==> src/rv32i_instruction_executor_macros.svh <==
// ----------------------------------------------------------------------------
// RV32I instruction executor assertion macros
// Concurrent assertion wrappers, empty when SYNTH is defined.
// ----------------------------------------------------------------------------
`ifndef RV32I_INSTRUCTION_EXECUTOR_MACROS_SVH
`define RV32I_INSTRUCTION_EXECUTOR_MACROS_SVH

// Same-cycle implication
`ifndef SYNTH
`define RVX_ASSERT_SAME(lbl, clk, rst_n, a, b) \
	lbl: assert property (@(posedge clk) disable iff (!rst_n) (a) |-> (b)) \
		else $error("assertion failed");
`else
`define RVX_ASSERT_SAME(lbl, clk, rst_n, a, b)
`endif

// Next-cycle implication
`ifndef SYNTH
`define RVX_ASSERT_NEXT(lbl, clk, rst_n, a, b) \
	lbl: assert property (@(posedge clk) disable iff (!rst_n) (a) |=> (b)) \
		else $error("assertion failed");
`else
`define RVX_ASSERT_NEXT(lbl, clk, rst_n, a, b)
`endif

`endif

==> src/rvx_pkg.sv <==
`timescale 1ns / 1ps
// ----------------------------------------------------------------------------
// RV32I executor package
// Opcodes, function codes, shared structs and datapath helper functions.
// ----------------------------------------------------------------------------
package rvx_pkg;

	localparam int unsigned MEM_BYTES_DEF = 65536;

	localparam logic OPER_EXEC    = 1'b0;
	localparam logic OPER_PRELOAD = 1'b1;

	localparam logic [6:0] OPC_OP     = 7'h33;
	localparam logic [6:0] OPC_OPIMM  = 7'h13;
	localparam logic [6:0] OPC_LOAD   = 7'h03;
	localparam logic [6:0] OPC_STORE  = 7'h23;
	localparam logic [6:0] OPC_BRANCH = 7'h63;
	localparam logic [6:0] OPC_JAL    = 7'h6F;
	localparam logic [6:0] OPC_JALR   = 7'h67;
	localparam logic [6:0] OPC_LUI    = 7'h37;
	localparam logic [6:0] OPC_AUIPC  = 7'h17;
	localparam logic [6:0] OPC_SYSTEM = 7'h73;

	localparam logic [6:0] F7_ALT = 7'h20;

	localparam logic [2:0] F3_ADD  = 3'd0;
	localparam logic [2:0] F3_SLL  = 3'd1;
	localparam logic [2:0] F3_SLT  = 3'd2;
	localparam logic [2:0] F3_SLTU = 3'd3;
	localparam logic [2:0] F3_XOR  = 3'd4;
	localparam logic [2:0] F3_SR   = 3'd5;
	localparam logic [2:0] F3_OR   = 3'd6;
	localparam logic [2:0] F3_AND  = 3'd7;

	localparam logic [2:0] F3_LB  = 3'd0;
	localparam logic [2:0] F3_LH  = 3'd1;
	localparam logic [2:0] F3_LW  = 3'd2;
	localparam logic [2:0] F3_LBU = 3'd4;
	localparam logic [2:0] F3_LHU = 3'd5;

	localparam logic [2:0] F3_SB = 3'd0;
	localparam logic [2:0] F3_SH = 3'd1;
	localparam logic [2:0] F3_SW = 3'd2;

	localparam logic [2:0] F3_BEQ  = 3'd0;
	localparam logic [2:0] F3_BNE  = 3'd1;
	localparam logic [2:0] F3_BLT  = 3'd4;
	localparam logic [2:0] F3_BGE  = 3'd5;
	localparam logic [2:0] F3_BLTU = 3'd6;
	localparam logic [2:0] F3_BGEU = 3'd7;

	// Data memory access: byte address, bytes last+1 starting there
	typedef struct packed {
		logic        rd;
		logic        wr;
		logic [1:0]  last;
		logic [31:0] addr;
		logic [31:0] data;
	} rvx_memreq_t;

	// Execute stage result handed to write-back
	typedef struct packed {
		logic        rd_wr;
		logic [4:0]  rd;
		logic [31:0] val;
		logic        is_load;
		logic [2:0]  ld_f3;
		logic [31:0] next_pc;
		logic        halted;
	} rvx_wb_t;

	function automatic logic [31:0] alu(input logic [2:0] f3, input logic alt,
		input logic [31:0] a, input logic [31:0] b);
		logic [31:0] r;
		case (f3)
			F3_ADD:  r = alt ? a - b : a + b;
			F3_SLL:  r = a << b[4:0];
			F3_SLT:  r = {31'd0, $signed(a) < $signed(b)};
			F3_SLTU: r = {31'd0, a < b};
			F3_XOR:  r = a ^ b;
			F3_SR:   r = alt ? 32'($signed(a) >>> b[4:0]) : a >> b[4:0];
			F3_OR:   r = a | b;
			F3_AND:  r = a & b;
			default: r = a & b;
		endcase
		return r;
	endfunction

	function automatic logic [31:0] load_fmt(input logic [2:0] f3, input logic [31:0] w);
		logic [31:0] r;
		case (f3)
			F3_LB:   r = {{24{w[7]}}, w[7:0]};
			F3_LH:   r = {{16{w[15]}}, w[15:0]};
			F3_LW:   r = w;
			F3_LBU:  r = {24'd0, w[7:0]};
			F3_LHU:  r = {16'd0, w[15:0]};
			default: r = '0;
		endcase
		return r;
	endfunction

endpackage

==> src/rvx_exec.sv <==
`timescale 1ns / 1ps
// ----------------------------------------------------------------------------
// RV32I executor execute stage
// Decodes one item, computes ALU result, branch target and memory request.
// ----------------------------------------------------------------------------
module rvx_exec (
	input  logic                operation,
	input  logic [31:0]         instruction,
	input  logic [13:0]         load_word_address,
	input  logic [31:0]         load_data,
	input  logic [31:0]         a,
	input  logic [31:0]         b,
	input  logic [31:0]         pc,
	input  logic                halt,
	output rvx_pkg::rvx_wb_t    res,
	output rvx_pkg::rvx_memreq_t mreq
);

	logic [6:0]  op;
	logic [2:0]  f3;
	logic [6:0]  f7;
	logic [4:0]  rd;
	logic [31:0] immi;
	logic [31:0] imms;
	logic [31:0] immb;
	logic [31:0] immj;
	logic [31:0] pc4;

	assign op   = instruction[6:0];
	assign f3   = instruction[14:12];
	assign f7   = instruction[31:25];
	assign rd   = instruction[11:7];
	assign immi = {{20{instruction[31]}}, instruction[31:20]};
	assign imms = {{20{instruction[31]}}, instruction[31:25], instruction[11:7]};
	assign immb = {{19{instruction[31]}}, instruction[31], instruction[7],
		instruction[30:25], instruction[11:8], 1'b0};
	assign immj = {{11{instruction[31]}}, instruction[31], instruction[19:12],
		instruction[20], instruction[30:21], 1'b0};
	assign pc4  = pc + 32'd4;

	always_comb begin
		logic        wr;
		logic        taken;
		wr          = 1'b0;
		taken       = 1'b0;
		res         = '0;
		res.next_pc = pc;
		res.halted  = halt;
		res.ld_f3   = f3;
		mreq        = '0;
		mreq.data   = b;
		if (operation == rvx_pkg::OPER_PRELOAD) begin
			mreq.wr   = 1'b1;
			mreq.last = 2'd3;
			mreq.addr = {16'd0, load_word_address, 2'b00};
			mreq.data = load_data;
		end else if (!halt) begin
			res.next_pc = pc4;
			case (op)
				rvx_pkg::OPC_OP: begin
					res.val = rvx_pkg::alu(f3, f7 == rvx_pkg::F7_ALT, a, b);
					wr      = 1'b1;
				end
				rvx_pkg::OPC_OPIMM: begin
					res.val = rvx_pkg::alu(f3, (f3 == rvx_pkg::F3_SR) && instruction[30],
						a, immi);
					wr      = 1'b1;
				end
				rvx_pkg::OPC_LOAD: begin
					mreq.addr = a + immi;
					case (f3)
						rvx_pkg::F3_LB, rvx_pkg::F3_LH, rvx_pkg::F3_LW,
						rvx_pkg::F3_LBU, rvx_pkg::F3_LHU: begin
							mreq.rd     = 1'b1;
							res.is_load = 1'b1;
							wr          = 1'b1;
						end
						default: wr = 1'b0;
					endcase
				end
				rvx_pkg::OPC_STORE: begin
					mreq.addr = a + imms;
					case (f3)
						rvx_pkg::F3_SB: begin mreq.wr = 1'b1; mreq.last = 2'd0; end
						rvx_pkg::F3_SH: begin mreq.wr = 1'b1; mreq.last = 2'd1; end
						rvx_pkg::F3_SW: begin mreq.wr = 1'b1; mreq.last = 2'd3; end
						default: mreq.wr = 1'b0;
					endcase
				end
				rvx_pkg::OPC_BRANCH: begin
					case (f3)
						rvx_pkg::F3_BEQ:  taken = (a == b);
						rvx_pkg::F3_BNE:  taken = (a != b);
						rvx_pkg::F3_BLT:  taken = ($signed(a) < $signed(b));
						rvx_pkg::F3_BGE:  taken = !($signed(a) < $signed(b));
						rvx_pkg::F3_BLTU: taken = (a < b);
						rvx_pkg::F3_BGEU: taken = (a >= b);
						default:          taken = 1'b0;
					endcase
					if (taken) begin
						res.next_pc = pc + immb;
					end
				end
				rvx_pkg::OPC_JAL: begin
					res.val     = pc4;
					wr          = 1'b1;
					res.next_pc = pc + immj;
				end
				rvx_pkg::OPC_JALR: begin
					res.val     = pc4;
					wr          = 1'b1;
					res.next_pc = (a + immi) & ~32'd1;
				end
				rvx_pkg::OPC_LUI: begin
					res.val = {instruction[31:12], 12'd0};
					wr      = 1'b1;
				end
				rvx_pkg::OPC_AUIPC: begin
					res.val = pc + {instruction[31:12], 12'd0};
					wr      = 1'b1;
				end
				default: begin
					// system and unknown opcodes stop the core in place
					res.halted  = 1'b1;
					res.next_pc = pc;
				end
			endcase
		end
		res.rd_wr = wr && (rd != 5'd0);
		if (res.rd_wr) begin
			res.rd = rd;
		end else begin
			res.val     = '0;
			res.is_load = 1'b0;
		end
	end

endmodule

==> config.mk <==
export PLATFORM = sky130hd
export DESIGN_NAME = rvx_exec
export DESIGN_NICKNAME = d
export VERILOG_FILES = /design/src/rv32i_instruction_executor_macros.svh /design/src/rvx_pkg.sv /design/src/rvx_exec.sv
export SDC_FILE = /design/constraint.sdc
export NUM_CORES = 1
export LEC_CHECK = 0
export BUFFER_PORTS_ARGS = -buffer_cell sky130_fd_sc_hd__buf_2
export CELL_PAD_IN_SITES_DETAIL_PLACEMENT = 0
export CELL_PAD_IN_SITES_GLOBAL_PLACEMENT = 1
export CORE_ASPECT_RATIO = 2
export CORE_UTILIZATION = 40
export DETAILED_ROUTE_END_ITERATION = 6
export PLACE_DENSITY = 0.88
export RECOVER_POWER = 25
export SETUP_SLACK_MARGIN = 0.2
export SLEW_MARGIN = 10
export SYNTH_ARGS = -nofsm -noshare
export SYNTH_HDL_FRONTEND = slang
export SYNTH_SLANG_ARGS = --single-unit
==> constraint.sdc <==
create_clock -name vclk -period 5.9
set_clock_uncertainty 0.2 [all_clocks]
set_input_delay 1.18 -clock vclk [all_inputs]
set_output_delay 1.18 -clock vclk [all_outputs]
set_load 0.05 [all_outputs]
==> flow_summary_export.csv, run 1 <==
group,metric,value,unit
die,start_util,40.51,%
yosys,syn_nets,4038,
yosys,synth_top_family_by_area,"compound AO/OA/AOI/OAI gates",
die,die_w,174.8,um
place,port_buffers,319,
yosys,synthAdderAreaFrac,13.98,%
die,die_h,347.6,um
global_routing,grt.overflow.total,592,
die,fp-row-count,126,
global_routing,grt_pass1_wl,288900,um
outcome,haltStage,"global routing",
place,pre_cts_ws,-0.3965,ns
yosys,postSynthAreaPerCell,6.635,sq um
yosys,synth_xor_area_share,6.417,%
yosys,yosys.area_share.simple,21.00,%
outcome,outcome,"did not finish",
global_routing,grt_pass1_vias,40294,
yosys,syn-instance-count,3600,
place,place_hpwl,127400,um
global_routing,grt_util_all_layers,62.44,%
place,gp_congestion,1.293,
yosys,yosysUniqueCellTypes,94,
cts,postCtsHoldBufs,0,
global_routing,grt_max_degree,99,
place,dpl_cell_area,32350,sq um
yosys,synthMuxAreaShare,15.13,%
yosys,netlist_area,23890,sq um
yosys,yosysWarnings,0,
yosys,synth-compound-area-share,35.88,%
die,ios,319,
outcome,firstError,"[ERROR GRT-0116] Global routing finished with congestion. Check the congestion regions in the DRC Viewer.",
yosys,yosysSeqAreaShare,0,%
## per-layer routing
layer	overflow	global-route usage, %
met2	364	81.68
met3	6	44.29
met4	219	66.35
met5	0	20.26
met1	3	59.63
## through the flow
step / std cells / hold WS (ns)
2_1_floorplan: 3600 / 2.327
3_3_place_gp: 5193 / 2.552
3_5_place_dp: 5193 / 2.556
4_1_cts: 5214 / 2.541
## Yosys cell counts (all sizes together) (8+ instances only)
library cell  number  share of area [%]
nor3              74                1.6
nand2            349                5.5
o211ai            61                1.9
o31ai             41                1.3
a21oi            386                8.1
or2               16               0.42
a21o              56                1.8
inv              143                2.2
a22oi             17               0.56
buf               88                1.8
nand3             71                1.5
nand4             36               0.97
a21boi            13               0.41
ha               254                 13
o311a              8               0.34
o22ai             33               0.86
fa                 8               0.67
o21bai            27               0.85
a211o             14               0.51
nor4              19               0.52
nor2b             18               0.47
o21a              21               0.66
or3               24               0.65
a221oi            54                2.0
a222oi            11               0.46
clkbuf           218                3.4
mux2i             91                3.8
nand2b            29               0.76
xor2              60                2.2
a31oi             46                1.2
mux4             114                 11
o221ai            43                1.6
mux2              12               0.57
nor2             426                6.7
xnor2            115                4.2
a2111oi            9               0.36
a211oi            47                1.6
and2              14               0.37
and3              25               0.65
a221o             11               0.46
o21ai            395                8.3
## repair_timing
action / 4_1_cts
setup endpoints to repair: 68
setup buffers: 20
pin swaps: 65
gates resized for setup: 271
cloned: 1
## logic make-up after synthesis
kind of cell               Yosys count
AOI/OAI and AO/OA                 1364
muxes                              217
and+or+nand+nor                   1126
xor gates and xnor gates           175
adders and majority gates          262
buffers and inverters              456
==> run 2: changes to the inputs <==
--- a/config.mk
+++ b/config.mk
@@ -6,14 +6,10 @@
 export NUM_CORES = 1
 export LEC_CHECK = 0
 export BUFFER_PORTS_ARGS = -buffer_cell sky130_fd_sc_hd__buf_2
-export CELL_PAD_IN_SITES_DETAIL_PLACEMENT = 0
-export CELL_PAD_IN_SITES_GLOBAL_PLACEMENT = 1
-export CORE_ASPECT_RATIO = 2
-export CORE_UTILIZATION = 40
+export CORE_UTILIZATION = 25
 export DETAILED_ROUTE_END_ITERATION = 6
-export PLACE_DENSITY = 0.88
+export PLACE_DENSITY_LB_ADDON = 0.15
 export RECOVER_POWER = 25
-export SETUP_SLACK_MARGIN = 0.2
 export SLEW_MARGIN = 10
 export SYNTH_ARGS = -nofsm -noshare
 export SYNTH_HDL_FRONTEND = slang
==> constraint.sdc (replaced) <==
create_clock -name vclk -period 7.7
set_clock_uncertainty 0.2 [all_clocks]
set_input_delay 1.54 -clock vclk [all_inputs]
set_output_delay 1.54 -clock vclk [all_outputs]
set_load 0.05 [all_outputs]
==> run 2 against run 1 <==
Compared with the run above: the run now ends clean; synthesized cell count did not move; synthesized area is the same.
==> flow_summary_export.csv, run 2 <==
group,metric,value,unit
yosys,synth_top_area_share,13.31,%
min_path,min_to,"mreq[46]",
routing,wl,167800,um
pwr,power.share.sequential,0,%
sta,setup_tns,0,ns
yosys,syn-instance-count,3600,
global_routing,grt_util_all_layers,32.94,%
finish,multi_input_area,22100,sq um
sta,hold_ws,3.291,ns
die,ios,319,
finish,layout_commonest_cell,"nor2_1",
yosys,yosysUniqueCellTypes,94,
die,fp-row-count,113,
pwr,p_int,0.7797,mW
finish,fin_nets,4300,
finish,fillCellCount,10653,
yosys,yosysWarnings,0,
critical_path,cp_data_required_time,5.96,ns
routing,drcViolationCount,0,
yosys,synth_top_cell_by_area,"ha_1",
routing,drtIter0Drc,4823,
sta,finalSetupViolCount,0,
sta,rsz0062_at_grt,"no",
routing,drtAntennaViolNets,0,
outcome,outcome,"complete, no violations",
die,die_w,311.1,um
yosys,synth_top_cells_by_area,"ha_1, mux4_2, a21oi_1",
pwr,vdd_ir_drop_max,0.03187,mV
cts,postCtsHoldBufs,0,
die,die_area,96780,sq um
place,numPlacedInstances,5125,
finish,seqCellArea,0,sq um
place,place_hpwl,133700,um
finish,drive_gt1_share,18.55,%
pwr,power_density,86.59,nW/um^2
finish,seq_cells,0,
sta,fmax,133.8,MHz
finish,syn_to_final_growth,17.96,%
critical_path,crit_path_end_kind,"output pin",
routing,via_count,31708,
critical_path,worst_ep_arrival_time,5.73,ns
yosys,ys_top_cells_by_count,"nor2_1, a21oi_1, o21ai_0",
critical_path,path_class,"primary input to output pin",
die,die_h,311.1,um
min_path,min_path_type,"primary input to output pin",
finish,final_cells,5131,
min_path,hold_depth,4,
run,maxCapViolations,0,
sta,tightest_slew,1.173,ns
pwr,switchingPower,1.660,mW
yosys,yosysMostFrequentCell,"nor2_1",
sta,hold_violations,0,
min_path,min-delay-start,"load_word_address[12]",
global_routing,antenna_found_initial,11,
pwr,combPwrFrac,100.0,%
routing,viasPerCell,6.180,
global_routing,grt_pass1_vias,29232,
pwr,swShare,68.04,%
routing,drt-pass1-iter-count,6,
die,core-area,94870,sq um
critical_path,cp-start-kind,"primary input",
sta,min_period,7.471,ns
finish,nClkBuffers,0,
place,port_buffers,319,
yosys,netlist_area,23890,sq um
place,gp_congestion,1.025,
pwr,p_leak,11.61,nW
yosys,yosysSeqAreaShare,0,%
sta,period_share,97.03,%
routing,route.detailed.wl_per_inst,32.69,um
pwr,clkPwrFrac,0,%
sta,drv_slew,0,
global_routing,grt.overflow.total,0,
yosys,postSynthAreaPerCell,6.635,sq um
finish,most-common-layout-cells,"nor2_1, a21oi_1, o21ai_0",
sta,slew_headroom,21.51,%
critical_path,crit_fanout,7,
global_routing,grt_max_degree,138,
yosys,syn_nets,4038,
cts,post-cts-setup-buffers,0,
die,start_util,25.18,%
global_routing,grt_pass1_wl,232300,um
cts,cts_resized,0,
## run 2: worst max-delay path, cell delays in order
cell and delay [ns]:
buf_2 0.34, clkinv_1 0.16, ha_1 0.42, o21ai_0 0.16
o211ai_1 0.58, nand2_1 0.25, o21ai_0 0.32, buf_4 0.19
a21oi_1 0.08, xnor2_1 0.26, nor2_1 0.08, o31ai_1 0.58
buf_4 0.22, a32oi_1 0.05, o21ai_0 0.27, buf_12 0.21
## run 2: area by class of cell
class              count  share of cell area (%)
multi-input cells   3144                   78.44
repair buffers       566                   13.89
well taps           1265                   5.617
inverters            150                   1.998
diodes                 6                 0.05329
## run 2: cell families after synthesis
logic type,after synthesis,synth area share [%]
compound gates,1364,35.88
xor+xnor,175,6.417
fa+ha+maj,262,13.98
buf+inv,456,7.606
mux,217,15.13
simple gates,1126,21.00
## run 2: power by group through the flow
stage	registers, mW	clock network (mW)	logic, mW
final	0	0.0000000296	2.44
after global routing	0	0.0000000521	2.54
after CTS	0	0	2.35
after detailed placement	0	0	2.34
after global placement	0	0	2.37
after floorplan	0	0	1.39
## run 2: through the flow
stage	power [mW]	setup WS (ns)	utilization (%)	instance area, sq um
2_1_floorplan	1.387	0.1593	-	23890
3_3_place_gp	2.367	0.3694	29.73	28200
3_5_place_dp	2.341	0.3552	29.73	28200
4_1_cts	2.353	0.3434	29.73	28200
5_1_grt	2.542	0.1109	29.69	28170
6_report	2.440	0.2289	29.70	28180
## run 2: layer usage
| metal | track usage (%) | wire length, um |
|---|---|---|
| met2 | 47.86 | 68490 |
| met3 | 6.312 | 17650 |
| met1 | 47.03 | 73430 |
| met4 | 13.55 | 8175 |
| met5 | 0 | 9 |
## run 2: worst max-delay path by stage
stage	end	depth (start not counted)	slack (ns)	from
detailed placement	res[27]	15	0.36	a[7]
global route	res[27]	15	0.11	a[27]
floorplan	res[29]	18	0.16	b[2]
CTS	res[57]	16	0.34	instruction[22]
finish	res[57]	16	0.23	instruction[23]
global placement	res[27]	15	0.37	a[17]
Power figures use the tool's default switching activity.
